`src/rtl/pdcrx_pkg.sv`:
```
// Shared types, constants and defaults for the byte-stuffed packet receiver.
// No dependencies; every other file of the block but the checker takes names from here.
package pdcrx_pkg;

  localparam int unsigned PAYLOAD_BYTES_DEF = 32;
  localparam int unsigned IDX_W_MAX         = 6;
  localparam int unsigned RUN_W             = 5;
  localparam int unsigned QUEUE_DEPTH       = 2;
  localparam int unsigned CFG_IDX_W         = 2;
  localparam int unsigned CFG_DATA_W        = 16;

  localparam logic [RUN_W-1:0] MAX_RUN          = 5'd31;
  localparam logic [15:0]      IDLE_TIMEOUT_RST = 16'd100;

  localparam logic       REQ_TICK  = 1'b1;
  localparam logic [7:0] SYNC_BYTE = 8'h00;
  localparam logic [7:0] ESC_BYTE  = 8'h80;
  localparam logic [7:0] ESC_ZERO  = 8'h81;
  localparam logic [7:0] ESC_ESC   = 8'h82;
  localparam logic [7:0] BCAST     = 8'hFF;
  localparam logic [7:0] CRC_POLY  = 8'h8C;
  localparam logic [7:0] NIBBLE_LO = 8'h0F;
  localparam logic [7:0] NIBBLE_HI = 8'hF0;

  typedef enum logic [CFG_IDX_W-1:0] {
    REG_OWN_ADDR     = 2'd0,
    REG_SNIFF        = 2'd1,
    REG_SKIP_CRC     = 2'd2,
    REG_IDLE_TIMEOUT = 2'd3
  } reg_idx_e;

  typedef struct packed {
    logic [7:0]  own_address;
    logic        sniff_mode;
    logic        skip_crc_check;
    logic [15:0] idle_timeout;
  } cfg_t;

  typedef struct packed {
    logic [7:0]           dst;
    logic [7:0]           src;
    logic [IDX_W_MAX-1:0] len;
    logic [7:0]           cmd;
    logic                 bank;
  } desc_t;

  typedef struct packed {
    logic                 en;
    logic                 bank;
    logic [IDX_W_MAX-1:0] idx;
    logic [7:0]           data;
  } mem_wr_t;

endpackage

```
`src/rtl/pdcrx_if.sv`:
```
// Valid/ready channel interfaces: line input, packet results and register writes.
// Depends on pdcrx_pkg for the register port widths.
interface pdcrx_in_if;
  logic       valid;
  logic       ready;
  logic       req_type;
  logic [7:0] rx_byte;

  modport source (output valid, output req_type, output rx_byte, input ready);
  modport sink   (input valid, input req_type, input rx_byte, output ready);
endinterface

interface pdcrx_out_if;
  logic       valid;
  logic       ready;
  logic [7:0] dst_address;
  logic [7:0] src_address;
  logic [4:0] payload_len;
  logic [7:0] command_id;
  logic [7:0] payload_byte;
  logic [4:0] byte_index;
  logic       has_payload;
  logic       last;

  modport source (output valid, output dst_address, output src_address, output payload_len,
                  output command_id, output payload_byte, output byte_index,
                  output has_payload, output last, input ready);
  modport sink   (input valid, input dst_address, input src_address, input payload_len,
                  input command_id, input payload_byte, input byte_index,
                  input has_payload, input last, output ready);
  modport monitor (input valid, input ready, input dst_address, input src_address,
                   input payload_len, input command_id, input payload_byte,
                   input byte_index, input has_payload, input last);
endinterface

interface pdcrx_cfg_if;
  logic                               valid;
  logic                               ready;
  logic [pdcrx_pkg::CFG_IDX_W-1:0]  index;
  logic [pdcrx_pkg::CFG_DATA_W-1:0] data;

  modport source (output valid, output index, output data, input ready);
  modport sink   (input valid, input index, input data, output ready);
endinterface

```
`src/rtl/packet_deframer_crc8_rx_unit.sv`:
```
// Receiver for byte-stuffed serial packets with a CRC-8 check. Line bytes and timeout
// ticks are taken as they come; input stalls only while two good packets still wait to be
// played out, since each of the two payload memory banks holds one packet. A good packet
// leaves as one result per payload byte (at most 31), or one result if its payload is
// empty; each result passes through a payload memory read state and a show state, and
// each packet also passes through an idle state that takes its descriptor from the queue.
// Registers: 0 own address, 1 sniff mode, 2 skip CRC check, 3 idle timeout (reset 100).
module packet_deframer_crc8_rx_unit #(
  parameter int unsigned PAYLOAD_BYTES = pdcrx_pkg::PAYLOAD_BYTES_DEF
) (
  input  logic         clk_i,
  input  logic         rst_ni,
  pdcrx_in_if.sink     in_i,
  pdcrx_out_if.source  out_o,
  pdcrx_cfg_if.sink    cfg_i
);
  pdcrx_pkg::cfg_t    cfg_q;
  pdcrx_pkg::desc_t   push_desc, head;
  pdcrx_pkg::mem_wr_t mem_wr;
  logic               push, pop, q_full, q_empty;

  assign cfg_i.ready = 1'b1;

  always_ff @(posedge clk_i or negedge rst_ni) begin
    if (!rst_ni) begin
      cfg_q.own_address    <= '0;
      cfg_q.sniff_mode     <= 1'b0;
      cfg_q.skip_crc_check <= 1'b0;
      cfg_q.idle_timeout   <= pdcrx_pkg::IDLE_TIMEOUT_RST;
    end else if (cfg_i.valid) begin
      unique case (cfg_i.index)
        pdcrx_pkg::REG_OWN_ADDR:     cfg_q.own_address    <= cfg_i.data[7:0];
        pdcrx_pkg::REG_SNIFF:        cfg_q.sniff_mode     <= cfg_i.data[0];
        pdcrx_pkg::REG_SKIP_CRC:     cfg_q.skip_crc_check <= cfg_i.data[0];
        pdcrx_pkg::REG_IDLE_TIMEOUT: cfg_q.idle_timeout   <= cfg_i.data[15:0];
        default: begin
        end
      endcase
    end
  end

  pdcrx_front #(.PAYLOAD_BYTES(PAYLOAD_BYTES)) u_front (
    .clk_i    (clk_i),
    .rst_ni   (rst_ni),
    .in_i     (in_i),
    .cfg_i    (cfg_q),
    .q_full_i (q_full),
    .push_o   (push),
    .desc_o   (push_desc),
    .wr_o     (mem_wr)
  );

  pdcrx_queue u_queue (
    .clk_i   (clk_i),
    .rst_ni  (rst_ni),
    .push_i  (push),
    .desc_i  (push_desc),
    .pop_i   (pop),
    .head_o  (head),
    .full_o  (q_full),
    .empty_o (q_empty)
  );

  pdcrx_back #(.PAYLOAD_BYTES(PAYLOAD_BYTES)) u_back (
    .clk_i     (clk_i),
    .rst_ni    (rst_ni),
    .head_i    (head),
    .q_empty_i (q_empty),
    .pop_o     (pop),
    .wr_i      (mem_wr),
    .out_o     (out_o)
  );
endmodule

```
`src/rtl/pdcrx_queue.sv`:
```
// Two-entry descriptor queue between the deframer front and the emitter back.
// An entry stays until its whole run is delivered, so it also marks its bank busy.
module pdcrx_queue (
  input  logic             clk_i,
  input  logic             rst_ni,
  input  logic             push_i,
  input  pdcrx_pkg::desc_t desc_i,
  input  logic             pop_i,
  output pdcrx_pkg::desc_t head_o,
  output logic             full_o,
  output logic             empty_o
);
  localparam int unsigned PTR_W = $clog2(pdcrx_pkg::QUEUE_DEPTH);
  localparam int unsigned CNT_W = $clog2(pdcrx_pkg::QUEUE_DEPTH + 1);

  pdcrx_pkg::desc_t   entry_q [pdcrx_pkg::QUEUE_DEPTH];
  logic [PTR_W-1:0]   wptr_q, wptr_d, rptr_q, rptr_d;
  logic [CNT_W-1:0]   cnt_q, cnt_d;

  assign full_o  = (cnt_q == CNT_W'(pdcrx_pkg::QUEUE_DEPTH));
  assign empty_o = (cnt_q == '0);
  assign head_o  = entry_q[rptr_q];

  always_comb begin
    wptr_d = push_i ? wptr_q + 1'b1 : wptr_q;
    rptr_d = pop_i  ? rptr_q + 1'b1 : rptr_q;
    cnt_d  = cnt_q + CNT_W'(push_i) - CNT_W'(pop_i);
  end

  always_ff @(posedge clk_i or negedge rst_ni) begin
    if (!rst_ni) begin
      wptr_q <= '0;
      rptr_q <= '0;
      cnt_q  <= '0;
    end else begin
      wptr_q <= wptr_d;
      rptr_q <= rptr_d;
      cnt_q  <= cnt_d;
    end
  end

  always_ff @(posedge clk_i) begin
    if (push_i) begin
      entry_q[wptr_q] <= desc_i;
    end
  end
endmodule

```
`src/rtl/pdcrx_front.sv`:
```
// Deframer front: unstuffs line bytes, tracks the frame fields, checks CRC-8 and timeouts.
// Depends on pdcrx_pkg and pdcrx_in_if; pushes descriptors and payload writes.
module pdcrx_front #(
  parameter int unsigned PAYLOAD_BYTES = pdcrx_pkg::PAYLOAD_BYTES_DEF
) (
  input  logic               clk_i,
  input  logic               rst_ni,
  pdcrx_in_if.sink           in_i,
  input  pdcrx_pkg::cfg_t    cfg_i,
  input  logic               q_full_i,
  output logic               push_o,
  output pdcrx_pkg::desc_t   desc_o,
  output pdcrx_pkg::mem_wr_t wr_o
);
  localparam logic [7:0] LEN_LIMIT = 8'(PAYLOAD_BYTES - 1);

  typedef enum logic [5:0] {
    PH_IDLE = 6'b000001,
    PH_DST  = 6'b000010,
    PH_SRC  = 6'b000100,
    PH_LEN  = 6'b001000,
    PH_CMD  = 6'b010000,
    PH_PAY  = 6'b100000
  } phase_e;

  function automatic logic [7:0] crc8_update(input logic [7:0] acc, input logic [7:0] b);
    logic [7:0] v;
    v = acc ^ b;
    for (int n = 0; n < 8; n++) begin
      v = v[0] ? ((v >> 1) ^ pdcrx_pkg::CRC_POLY) : (v >> 1);
    end
    return v;
  endfunction

  phase_e      phase_q, phase_d;
  logic        esc_q, esc_d, drop_q, drop_d, bank_q, bank_d;
  logic [7:0]  crc_q, crc_d, cnt_q, cnt_d;
  logic [7:0]  dst_q, dst_d, src_q, src_d, len_q, len_d, cmd_q, cmd_d;
  logic [15:0] busy_q, busy_d;

  logic       accept;
  logic [7:0] raw, b, data_v, crc_new;
  logic       addr_ok;

  assign in_i.ready = !q_full_i;
  assign accept     = in_i.valid && in_i.ready;
  assign raw        = in_i.rx_byte;

  always_comb begin
    b = raw;
    if (esc_q && raw == pdcrx_pkg::ESC_ZERO) begin
      b = pdcrx_pkg::SYNC_BYTE;
    end else if (esc_q && raw == pdcrx_pkg::ESC_ESC) begin
      b = pdcrx_pkg::ESC_BYTE;
    end
  end

  assign addr_ok = cfg_i.sniff_mode
      || (((b & pdcrx_pkg::NIBBLE_LO) == pdcrx_pkg::NIBBLE_LO)
          && ((b & pdcrx_pkg::NIBBLE_HI) == (cfg_i.own_address & pdcrx_pkg::NIBBLE_HI)))
      || (b == pdcrx_pkg::BCAST)
      || (b == cfg_i.own_address);

  assign data_v  = (phase_q == PH_DST || phase_q == PH_SRC) ? b : ~b;
  assign crc_new = crc8_update((phase_q == PH_DST) ? 8'h00 : crc_q, data_v);

  assign desc_o = '{dst: dst_q, src: src_q, len: pdcrx_pkg::IDX_W_MAX'(len_q),
                    cmd: cmd_q, bank: bank_q};

  always_comb begin
    phase_d = phase_q;
    esc_d   = esc_q;
    drop_d  = drop_q;
    bank_d  = bank_q;
    crc_d   = crc_q;
    cnt_d   = cnt_q;
    dst_d   = dst_q;
    src_d   = src_q;
    len_d   = len_q;
    cmd_d   = cmd_q;
    busy_d  = busy_q;
    push_o  = 1'b0;
    wr_o    = '0;
    if (accept) begin
      if (in_i.req_type == pdcrx_pkg::REQ_TICK) begin
        if (phase_q == PH_IDLE) begin
          busy_d = '0;
        end else if (busy_q < cfg_i.idle_timeout) begin
          busy_d = busy_q + 16'd1;
        end else begin
          busy_d  = '0;
          phase_d = PH_IDLE;
        end
      end else if (raw == pdcrx_pkg::SYNC_BYTE) begin
        phase_d = PH_DST;
        esc_d   = 1'b0;
        drop_d  = 1'b0;
      end else if (raw == pdcrx_pkg::ESC_BYTE) begin
        esc_d = 1'b1;
      end else begin
        esc_d = 1'b0;
        unique case (phase_q)
          PH_IDLE: begin
          end
          PH_DST: begin
            drop_d  = !addr_ok;
            dst_d   = b;
            crc_d   = crc_new;
            phase_d = PH_SRC;
          end
          PH_SRC: begin
            src_d   = b;
            crc_d   = crc_new;
            phase_d = PH_LEN;
          end
          PH_LEN: begin
            if (data_v > LEN_LIMIT) begin
              drop_d = 1'b1;
            end
            len_d   = data_v;
            crc_d   = crc_new;
            phase_d = PH_CMD;
          end
          PH_CMD: begin
            cmd_d   = data_v;
            cnt_d   = '0;
            crc_d   = crc_new;
            phase_d = PH_PAY;
          end
          PH_PAY: begin
            if (cnt_q >= len_q) begin
              phase_d = PH_IDLE;
              if ((cfg_i.skip_crc_check || crc_q == b) && !drop_q) begin
                push_o = 1'b1;
                bank_d = !bank_q;
              end
            end else begin
              if (!drop_q && cnt_q < LEN_LIMIT) begin
                wr_o.en   = 1'b1;
                wr_o.bank = bank_q;
                wr_o.idx  = pdcrx_pkg::IDX_W_MAX'(cnt_q);
                wr_o.data = data_v;
              end
              cnt_d = cnt_q + 8'd1;
              crc_d = crc_new;
            end
          end
          default: begin
          end
        endcase
      end
    end
  end

  always_ff @(posedge clk_i or negedge rst_ni) begin
    if (!rst_ni) begin
      phase_q <= PH_IDLE;
      esc_q   <= 1'b0;
      drop_q  <= 1'b0;
      bank_q  <= 1'b0;
      crc_q   <= '0;
      cnt_q   <= '0;
      dst_q   <= '0;
      src_q   <= '0;
      len_q   <= '0;
      cmd_q   <= '0;
      busy_q  <= '0;
    end else begin
      phase_q <= phase_d;
      esc_q   <= esc_d;
      drop_q  <= drop_d;
      bank_q  <= bank_d;
      crc_q   <= crc_d;
      cnt_q   <= cnt_d;
      dst_q   <= dst_d;
      src_q   <= src_d;
      len_q   <= len_d;
      cmd_q   <= cmd_d;
      busy_q  <= busy_d;
    end
  end
endmodule

```
`src/rtl/pdcrx_back.sv`:
```
// Emitter back: two-bank payload memory; plays one result per payload byte, one if empty.
// Depends on pdcrx_pkg and pdcrx_out_if; reads descriptors from the queue head.
module pdcrx_back #(
  parameter int unsigned PAYLOAD_BYTES = pdcrx_pkg::PAYLOAD_BYTES_DEF
) (
  input  logic               clk_i,
  input  logic               rst_ni,
  input  pdcrx_pkg::desc_t   head_i,
  input  logic               q_empty_i,
  output logic               pop_o,
  input  pdcrx_pkg::mem_wr_t wr_i,
  pdcrx_out_if.source        out_o
);
  localparam int unsigned IDX_W     = $clog2(PAYLOAD_BYTES);
  localparam int unsigned MEM_DEPTH = 2 * (2 ** IDX_W);
  localparam int unsigned RUN_W     = pdcrx_pkg::RUN_W;

  typedef enum logic [2:0] {
    BK_IDLE = 3'b001,
    BK_READ = 3'b010,
    BK_SHOW = 3'b100
  } back_state_e;

  logic [7:0]       mem_q [MEM_DEPTH];
  logic [7:0]       rd_q;
  back_state_e      state_q, state_d;
  logic [RUN_W-1:0] idx_q, idx_d;

  logic [IDX_W:0]   rd_addr;
  logic [7:0]       len8;
  logic             empty_pkt, is_last;
  logic [RUN_W-1:0] last_idx;

  assign rd_addr   = {head_i.bank, IDX_W'(idx_q)};
  assign len8      = 8'(head_i.len);
  assign empty_pkt = (len8 == 8'd0);
  assign last_idx  = (len8 > 8'(pdcrx_pkg::MAX_RUN)) ? pdcrx_pkg::MAX_RUN - 1'b1
                                                      : RUN_W'(len8 - 8'd1);
  assign is_last   = empty_pkt || (idx_q == last_idx);

  always_ff @(posedge clk_i) begin
    if (wr_i.en) begin
      mem_q[{wr_i.bank, wr_i.idx[IDX_W-1:0]}] <= wr_i.data;
    end
    if (state_q == BK_READ) begin
      rd_q <= mem_q[rd_addr];
    end
  end

  assign out_o.valid        = (state_q == BK_SHOW);
  assign out_o.dst_address  = head_i.dst;
  assign out_o.src_address  = head_i.src;
  assign out_o.payload_len  = RUN_W'(head_i.len);
  assign out_o.command_id   = head_i.cmd;
  assign out_o.payload_byte = empty_pkt ? 8'h00 : rd_q;
  assign out_o.byte_index   = idx_q;
  assign out_o.has_payload  = !empty_pkt;
  assign out_o.last         = is_last;

  always_comb begin
    state_d = state_q;
    idx_d   = idx_q;
    pop_o   = 1'b0;
    unique case (state_q)
      BK_IDLE: begin
        if (!q_empty_i) begin
          idx_d   = '0;
          state_d = BK_READ;
        end
      end
      BK_READ: begin
        state_d = BK_SHOW;
      end
      BK_SHOW: begin
        if (out_o.ready) begin
          if (is_last) begin
            pop_o   = 1'b1;
            state_d = BK_IDLE;
          end else begin
            idx_d   = idx_q + 1'b1;
            state_d = BK_READ;
          end
        end
      end
      default: begin
        state_d = BK_IDLE;
      end
    endcase
  end

  always_ff @(posedge clk_i or negedge rst_ni) begin
    if (!rst_ni) begin
      state_q <= BK_IDLE;
      idx_q   <= '0;
    end else begin
      state_q <= state_d;
      idx_q   <= idx_d;
    end
  end
endmodule

```
`src/flat_wrapper.sv`:
```
// flat-port wrapper written by rule: the top's interface ports become plain ports
module packet_deframer_crc8_rx_unit_flat 
#(
  parameter int unsigned PAYLOAD_BYTES = pdcrx_pkg::PAYLOAD_BYTES_DEF
)
  (clk_i, rst_ni, in_i_valid, in_i_req_type, in_i_rx_byte, in_i_ready, out_o_valid, out_o_dst_address, out_o_src_address, out_o_payload_len, out_o_command_id, out_o_payload_byte, out_o_byte_index, out_o_has_payload, out_o_last, out_o_ready, cfg_i_valid, cfg_i_index, cfg_i_data, cfg_i_ready);
  pdcrx_in_if in_i_i ();
  pdcrx_out_if out_o_i ();
  pdcrx_cfg_if cfg_i_i ();
  input  logic clk_i;
  input  logic rst_ni;
  input wire logic [$bits(in_i_i.valid)-1:0] in_i_valid;
  input wire logic [$bits(in_i_i.req_type)-1:0] in_i_req_type;
  input wire logic [$bits(in_i_i.rx_byte)-1:0] in_i_rx_byte;
  output wire logic [$bits(in_i_i.ready)-1:0] in_i_ready;
  output wire logic [$bits(out_o_i.valid)-1:0] out_o_valid;
  output wire logic [$bits(out_o_i.dst_address)-1:0] out_o_dst_address;
  output wire logic [$bits(out_o_i.src_address)-1:0] out_o_src_address;
  output wire logic [$bits(out_o_i.payload_len)-1:0] out_o_payload_len;
  output wire logic [$bits(out_o_i.command_id)-1:0] out_o_command_id;
  output wire logic [$bits(out_o_i.payload_byte)-1:0] out_o_payload_byte;
  output wire logic [$bits(out_o_i.byte_index)-1:0] out_o_byte_index;
  output wire logic [$bits(out_o_i.has_payload)-1:0] out_o_has_payload;
  output wire logic [$bits(out_o_i.last)-1:0] out_o_last;
  input wire logic [$bits(out_o_i.ready)-1:0] out_o_ready;
  input wire logic [$bits(cfg_i_i.valid)-1:0] cfg_i_valid;
  input wire logic [$bits(cfg_i_i.index)-1:0] cfg_i_index;
  input wire logic [$bits(cfg_i_i.data)-1:0] cfg_i_data;
  output wire logic [$bits(cfg_i_i.ready)-1:0] cfg_i_ready;
  assign in_i_i.valid = in_i_valid;
  assign in_i_i.req_type = in_i_req_type;
  assign in_i_i.rx_byte = in_i_rx_byte;
  assign in_i_ready = in_i_i.ready;
  assign out_o_valid = out_o_i.valid;
  assign out_o_dst_address = out_o_i.dst_address;
  assign out_o_src_address = out_o_i.src_address;
  assign out_o_payload_len = out_o_i.payload_len;
  assign out_o_command_id = out_o_i.command_id;
  assign out_o_payload_byte = out_o_i.payload_byte;
  assign out_o_byte_index = out_o_i.byte_index;
  assign out_o_has_payload = out_o_i.has_payload;
  assign out_o_last = out_o_i.last;
  assign out_o_i.ready = out_o_ready;
  assign cfg_i_i.valid = cfg_i_valid;
  assign cfg_i_i.index = cfg_i_index;
  assign cfg_i_i.data = cfg_i_data;
  assign cfg_i_ready = cfg_i_i.ready;
  packet_deframer_crc8_rx_unit #(.PAYLOAD_BYTES(PAYLOAD_BYTES)) u_core (.clk_i(clk_i), .rst_ni(rst_ni), .in_i(in_i_i), .out_o(out_o_i), .cfg_i(cfg_i_i));
endmodule
```
`config.mk`:
```
export PLATFORM = sky130hd
export DESIGN_NAME = packet_deframer_crc8_rx_unit_flat
export DESIGN_NICKNAME = d
export VERILOG_FILES = /design/src/rtl/pdcrx_pkg.sv /design/src/rtl/pdcrx_if.sv /design/src/rtl/packet_deframer_crc8_rx_unit.sv /design/src/rtl/pdcrx_queue.sv /design/src/rtl/pdcrx_front.sv /design/src/rtl/pdcrx_back.sv /design/src/flat_wrapper.sv
export SDC_FILE = /design/constraint.sdc
export NUM_CORES = 1
export LEC_CHECK = 0
export ABC_AREA = 1
export BUFFER_PORTS_ARGS = -buffer_cell sky130_fd_sc_hd__buf_4
export CAP_MARGIN = 25
export CORE_UTILIZATION = 30
export CTS_CLUSTER_DIAMETER = 60
export CTS_CLUSTER_SIZE = 12
export DETAILED_ROUTE_END_ITERATION = 16
export PLACE_DENSITY = 0.51
export SLEW_MARGIN = 10
export SYNTH_ARGS = -nofsm -noshare
export SYNTH_HDL_FRONTEND = slang
export SYNTH_HIERARCHICAL = 1
export SYNTH_SLANG_ARGS = --single-unit
```
`constraint.sdc`:
```
create_clock -name clk_i -period 3.7 [get_ports clk_i]
set_input_delay 0.74 -clock clk_i [delete_from_list [all_inputs] [get_ports clk_i]]
set_output_delay 0.74 -clock clk_i [all_outputs]
set_load 0.02 [all_outputs]
```
==> reports/metrics.cfg, run 1 <==
[routing]
drt-initial-drc-count=1847
avgViaCountPerCell=4.72
dr.pass1.iters=6
wire_per_inst_um=19.1
num_vias=20500
drtAntennaViolNets=0
drt_wl_total_um=82900
drc_errors=0

[timing]
skew_ns=0.0369
min_period_ns=3.53
fin_crit_sh_pct=95.4
setup_viol=0
tightest_slew_ns=0.940
tns_ns=0
clock.fmax_mhz=283
fin_hold_ws_ns=0.101
slew_headroom_pct=37.2
slew_viol_final=0
hold_viol=0
rsz0062_at_grt=no

[clocking]
post-cts-setup-buffers=0
cts_hold_buf=0
clk-insertion-delay-late_ns=0.64
clock_sink_count=693
cts.path.max_buffers=3
cts_made_buffers=72
clkTransAtPathRegs_ns=0.06
cts_htree_levels=3
cts.repair.resized=0
root_buffer=clkbuf_16
cts_tree=done

[cells_and_area]
drive_gt1_share_pct=14.3
multi_input_area_um2=8850
fin_util_pct=34.7
area_growth_pct=14.8
ff_latch_area_um2=20300
antennaDiodeCount=0
fillers=10200
nets=3001

[power]
finalPower_w=0.0176
vdd_drop_max_mv=0.421
power_leakage_nw=12.9
p_per_area_nw_per_um2=497

[place]
gp_congestion=0.816
dp_hpwl_um=52200
numPortBuffers=77

[global_route]
overflow=0
grt_pass1_vias=20300
grt_max_degree=168
gr-usage-all-layers_pct=16.0
grt_pass1_wl_um=126000
antenna_found_initial=0

[synth]
postSynthCellCount=2821
syn-num-nets=2882
syn-cell-area_um2=30800
syn_avg_cell_area_um2=10.9
yosys_warnings=6

[floorplan]
start_util_pct=30.3
rows=117
dieArea_um2=104000
dieHeight_um=322
die_w_um=322
core_um2=102000
io_pins=79

[setup_path]
path_class=reg -> out
required_ns=2.96
path_max_fanout=16
endpoint_kind=output pin
start_kind=register
arrival_ns=2.79

[job]
cap_viol_max_count=0

[status]
outcome=complete, no violations

[hold_path]
min_path_type=in -> async

## layout make-up
type / instances / area share [%]
Inverter: 183 / 1.96
Clock inverter: 18 / 0.577
Multi-Input combinational cell: 1782 / 25.0
Tap cell: 1368 / 4.84
Timing Repair Buffer: 208 / 4.88
Sequential cell: 693 / 57.4
Clock buffer: 90 / 5.32
## path summary, 6_finish.rpt
check                                         from                         end  slack (ns)  depth (start not counted)
setup reg to reg           u_core/u_queue/cnt_q[1]  u_core/u_back/mem_q[51][1]        0.39                         18
hold reg to reg                    u_core/cfg_q[2]             u_core/cfg_q[2]        0.47                          2
hold / removal                              rst_ni     u_core/u_front/crc_q[2]        0.10                          1
min in group clk_i                   cfg_i_data[5]             u_core/cfg_q[5]        0.36                          3
setup / recovery             u_core/u_queue/rptr_q                  out_o_last        0.17                         13
max in group asynchronous                   rst_ni     u_core/u_front/cnt_q[4]        2.72                          2
## through the flow
| step | setup slack [ns] | area (um2) | instances |
|---|---|---|---|
| finish | 0.172 | 35300 | 4342 |
| global route | 0.0316 | 35300 | 4342 |
| CTS | 0.0867 | 35300 | 4342 |
| detailed placement | 0.0278 | 33200 | 4234 |
| global placement | 0.101 | 33200 | 4234 |
| floorplan | -0.234 | 30800 | 2821 |
## layout by cell type (no fill, tap or decap), types with 7 or more instances in the layout
master,n
nor3_1,23
o21ai_1,67
clkbuf_16,72
nand4_1,34
xnor2_1,8
o22ai_1,73
nand2_2,33
mux2i_1,24
nor2_1,304
xor2_1,25
o21ai_0,178
edfxtp_1,582
buf_4,195
buf_12,13
a21boi_0,15
o21ai_2,29
nand3_2,10
nand3_1,98
a21oi_1,111
inv_2,12
nand2_1,642
clkbuf_1,17
inv_1,170
a21boi_1,25
nor2_2,11
nand2_4,7
dfrtp_1,103
ha_1,29
## layer usage
metal	routed length, um	GRT usage [%]
met1	37300	21.6
met2	39400	26.3
met3	4450	2.85
met4	1750	4.29
met5	0	0
## where the power goes
group	total [W]	switching, W	leakage [nW]	internal [W]
sequential	0.00870	0.000147	5.60	0.00855
clock	0.00668	0.00306	1.01	0.00362
combinational	0.00217	0.00150	6.25	0.000678
## flip-flops by register name, indices dropped and copies added, names as in the netlist, 2 cells and up
register,cells
u_core/u_back/state_q,3
u_core/u_queue/cnt_q,2
u_core/u_back/out_o.byte_index,5
u_core/u_front/phase_q,6
u_core/u_back/rd_q,8
u_core/u_front/cmd_q,8
u_core/u_front/len_q,8
u_core/u_front/crc_q,8
u_core/u_front/cnt_q,8
u_core/u_front/dst_q,8
u_core/u_back/mem_q,512
u_core/u_queue/entry_q,62
u_core/u_front/busy_q,16
u_core/cfg_q,26
u_core/u_front/src_q,8
## worst max-delay path, stage by stage, from the launching register on
cell and delay [ns]:
dfrtp_4 0.58, nand2_1 0.15, o21ai_4 0.11, inv_1 0.11, ha_1 0.31, nand2_1 0.05, nand2_1 0.07, nand2_1 0.06
nor2_1 0.12, nand3_1 0.09, nor2_1 0.09, nand2_1 0.07, nand2_2 0.17, buf_4 0.18
No activity file was read; power rests on OpenSTA's default activity.
==> run 2: changes to the inputs <==
--- a/config.mk
+++ b/config.mk
@@ -5,7 +5,7 @@
 export SDC_FILE = /design/constraint.sdc
 export NUM_CORES = 1
 export LEC_CHECK = 0
-export ABC_AREA = 1
+export ABC_CLOCK_PERIOD_IN_PS = 3700
 export BUFFER_PORTS_ARGS = -buffer_cell sky130_fd_sc_hd__buf_4
 export CAP_MARGIN = 25
 export CORE_UTILIZATION = 30
==> run 2 against run 1 <==
The flow now finishes with violations (setup timing); via count fell by 22%; worst hold slack improved by 0.062 ns; flip-flop and latch count is the same; final area is 0.87% lower; area after synthesis shrank 4.7%; largest power group unchanged; critical endpoint unchanged; count of clock-buffer cells in the layout up 8.
==> reports/metrics.cfg, run 2 <==
[status]
outcome=finished with violations
violations=setup timing

[cells_and_area]
mostFrequentLayoutCell=edfxtp_1
area_growth_pct=19.4
drive_gt1_share_pct=30.6
layout_common_cells=edfxtp_1, buf_4, mux4_2
nets=2028
largest_reg_flops=512
antennaDiodeCount=0

[place]
dp_hpwl_um=49800
numPortBuffers=77
gp_congestion=0.856

[routing]
drt-initial-drc-count=1224
dr.pass1.iters=6
wire_per_inst_um=22.9
drt_wl_total_um=75200
avgViaCountPerCell=4.87
num_vias=16000
drc_errors=0
drtAntennaViolNets=0

[synth]
postSynthCellCount=1761
syn-cell-area_um2=29300
syn-num-nets=1822
yosys_warnings=6
syn_avg_cell_area_um2=16.7

[power]
swShare_pct=24.4
power_leakage_nw=13.2
internal_power_w=0.0136
pwr-share-clk_pct=39.1
combPwrFrac_pct=10.9
seqPwrFrac_pct=50.0
vdd_drop_max_mv=0.319
p_switching_w=0.00438
p_per_area_nw_per_um2=512

[global_route]
overflow=0
grt_pass1_vias=16900
grt_pass1_wl_um=113000
grt_max_degree=112
antenna_found_initial=0
gr-usage-all-layers_pct=15.4

[timing]
tightest_slew_ns=0.770
hold_viol=0
slew_headroom_pct=48.3
min_period_ns=3.72
clock.fmax_mhz=269
tns_ns=-0.0157
slew_viol_final=0
fin_crit_sh_pct=100
setup_viol=1
fin_hold_ws_ns=0.163
rsz0062_at_grt=yes
layout_setup_ws_ns=-0.0157
skew_ns=0.0275

[setup_path]
timing.rr.start=u_core/u_queue/rptr_q
start_kind=register
path_max_fanout=4
endpoint_kind=output pin
arrival_ns=2.98
path_class=reg -> out
required_ns=2.96
startpoint=u_core/u_queue/rptr_q

[clocking]
clk-insertion-delay-late_ns=0.64
clock_sink_count=693
cts_htree_levels=3
clkTransAtPathRegs_ns=0.06
cts_made_buffers=76
root_buffer=clkbuf_16
cts_tree=done
cts.path.max_buffers=3

[floorplan]
die_w_um=315
rows=114
dieArea_um2=99000
start_util_pct=30.3
io_pins=79
core_um2=96700
dieHeight_um=315

[job]
cap_viol_max_count=0

[hold_path]
min_path_type=in -> async

run 2: changes by cell type in the layout (fill, tap and decap cells not counted), moves of 31 or more:
cell	previous run	this run
nand2_1	642	70
nor2_1	304	85
inv_1	170	39
o21ai_0	178	57
mux4_2	0	104
a21oi_1	111	30
nand3_1	98	20
o22ai_1	73	16
mux2i_1	24	76
o21ai_1	67	16
o221ai_1	0	40
mux2_2	0	36
nand2_2	33	2
run 2: repair_timing:
item                                    4_1_cts  5_1_grt
pin swaps                                    10       11
gates resized for setup                      19       26
endpoints found under the setup margin      289      361
hold buffers                                  0        0
setup buffers                                12        5
endpoints found under the hold margin         0        0
run 2: layout make-up:
type	count	area, um2
clock inverter	26	250
timing repair buffer	250	2200
clock buffer	98	2020
tap	1276	1600
multi-input combinational	900	8520
fill	9122	61700
inverter	46	175
sequential	693	20300
run 2: routing by layer:
layer | vias to the layer above | share of wire (%) | GRT usage [%]
met5 | - | 0 | 0
met4 | 0 | 2.9 | 5.06
met3 | 113 | 4.5 | 2.26
met2 | 451 | 48 | 24.9
met1 | 8211 | 45 | 21.1
li1 | 7231 | - | -
run 2: path summary, 6_finish.rpt:
check	endpoint	slack (ns)	cells past startpoint
worst min-delay path	u_core/cfg_q[10]	0.16	2
max in group asynchronous	u_core/u_back/out_o.byte_index[1]	2.93	2
min in group clk_i	u_core/cfg_q[12]	0.35	2
worst max register to register	u_core/u_queue/cnt_q[1]	0.06	18
worst min register to register	u_core/u_queue/entry_q[0][18]	0.47	0
worst max-delay path	out_o_last	-0.02	10
run 2: power by group through the flow:
stage          clock, W  sequential [W]  combinational, W
2_1_floorplan         0         0.00898           0.00159
5_1_grt         0.00748         0.00901           0.00215
3_3_place_gp          0         0.00912           0.00192
3_5_place_dp          0         0.00913           0.00194
4_1_cts         0.00722         0.00898           0.00196
6_report        0.00702         0.00897           0.00195
run 2: stage by stage:
stage | total power, W | setup WS (ns) | std cells | util [%] | cell area (um2)
final | 0.0179 | -0.0157 | 3289 | 36.2 | 35000
after global routing | 0.0186 | -0.113 | 3289 | 36.2 | 35000
after CTS | 0.0182 | -0.138 | 3284 | 36.0 | 34900
after detailed placement | 0.0111 | -0.341 | 3149 | 33.6 | 32400
after global placement | 0.0110 | -0.289 | 3149 | 33.6 | 32400
after floorplan | 0.0106 | -0.335 | 1761 | - | 29500
run 2: worst max-delay path: stages, from the launching register on:
cell and delay [ns]:
dfrtp_2 0.44, mux2_4 0.26, inv_4 0.04, ha_4 0.26
or3b_4 0.38, a311oi_2 0.23, a21oi_2 0.08, a311oi_4 0.31
inv_2 0.08, nand2_2 0.11, buf_6 0.13
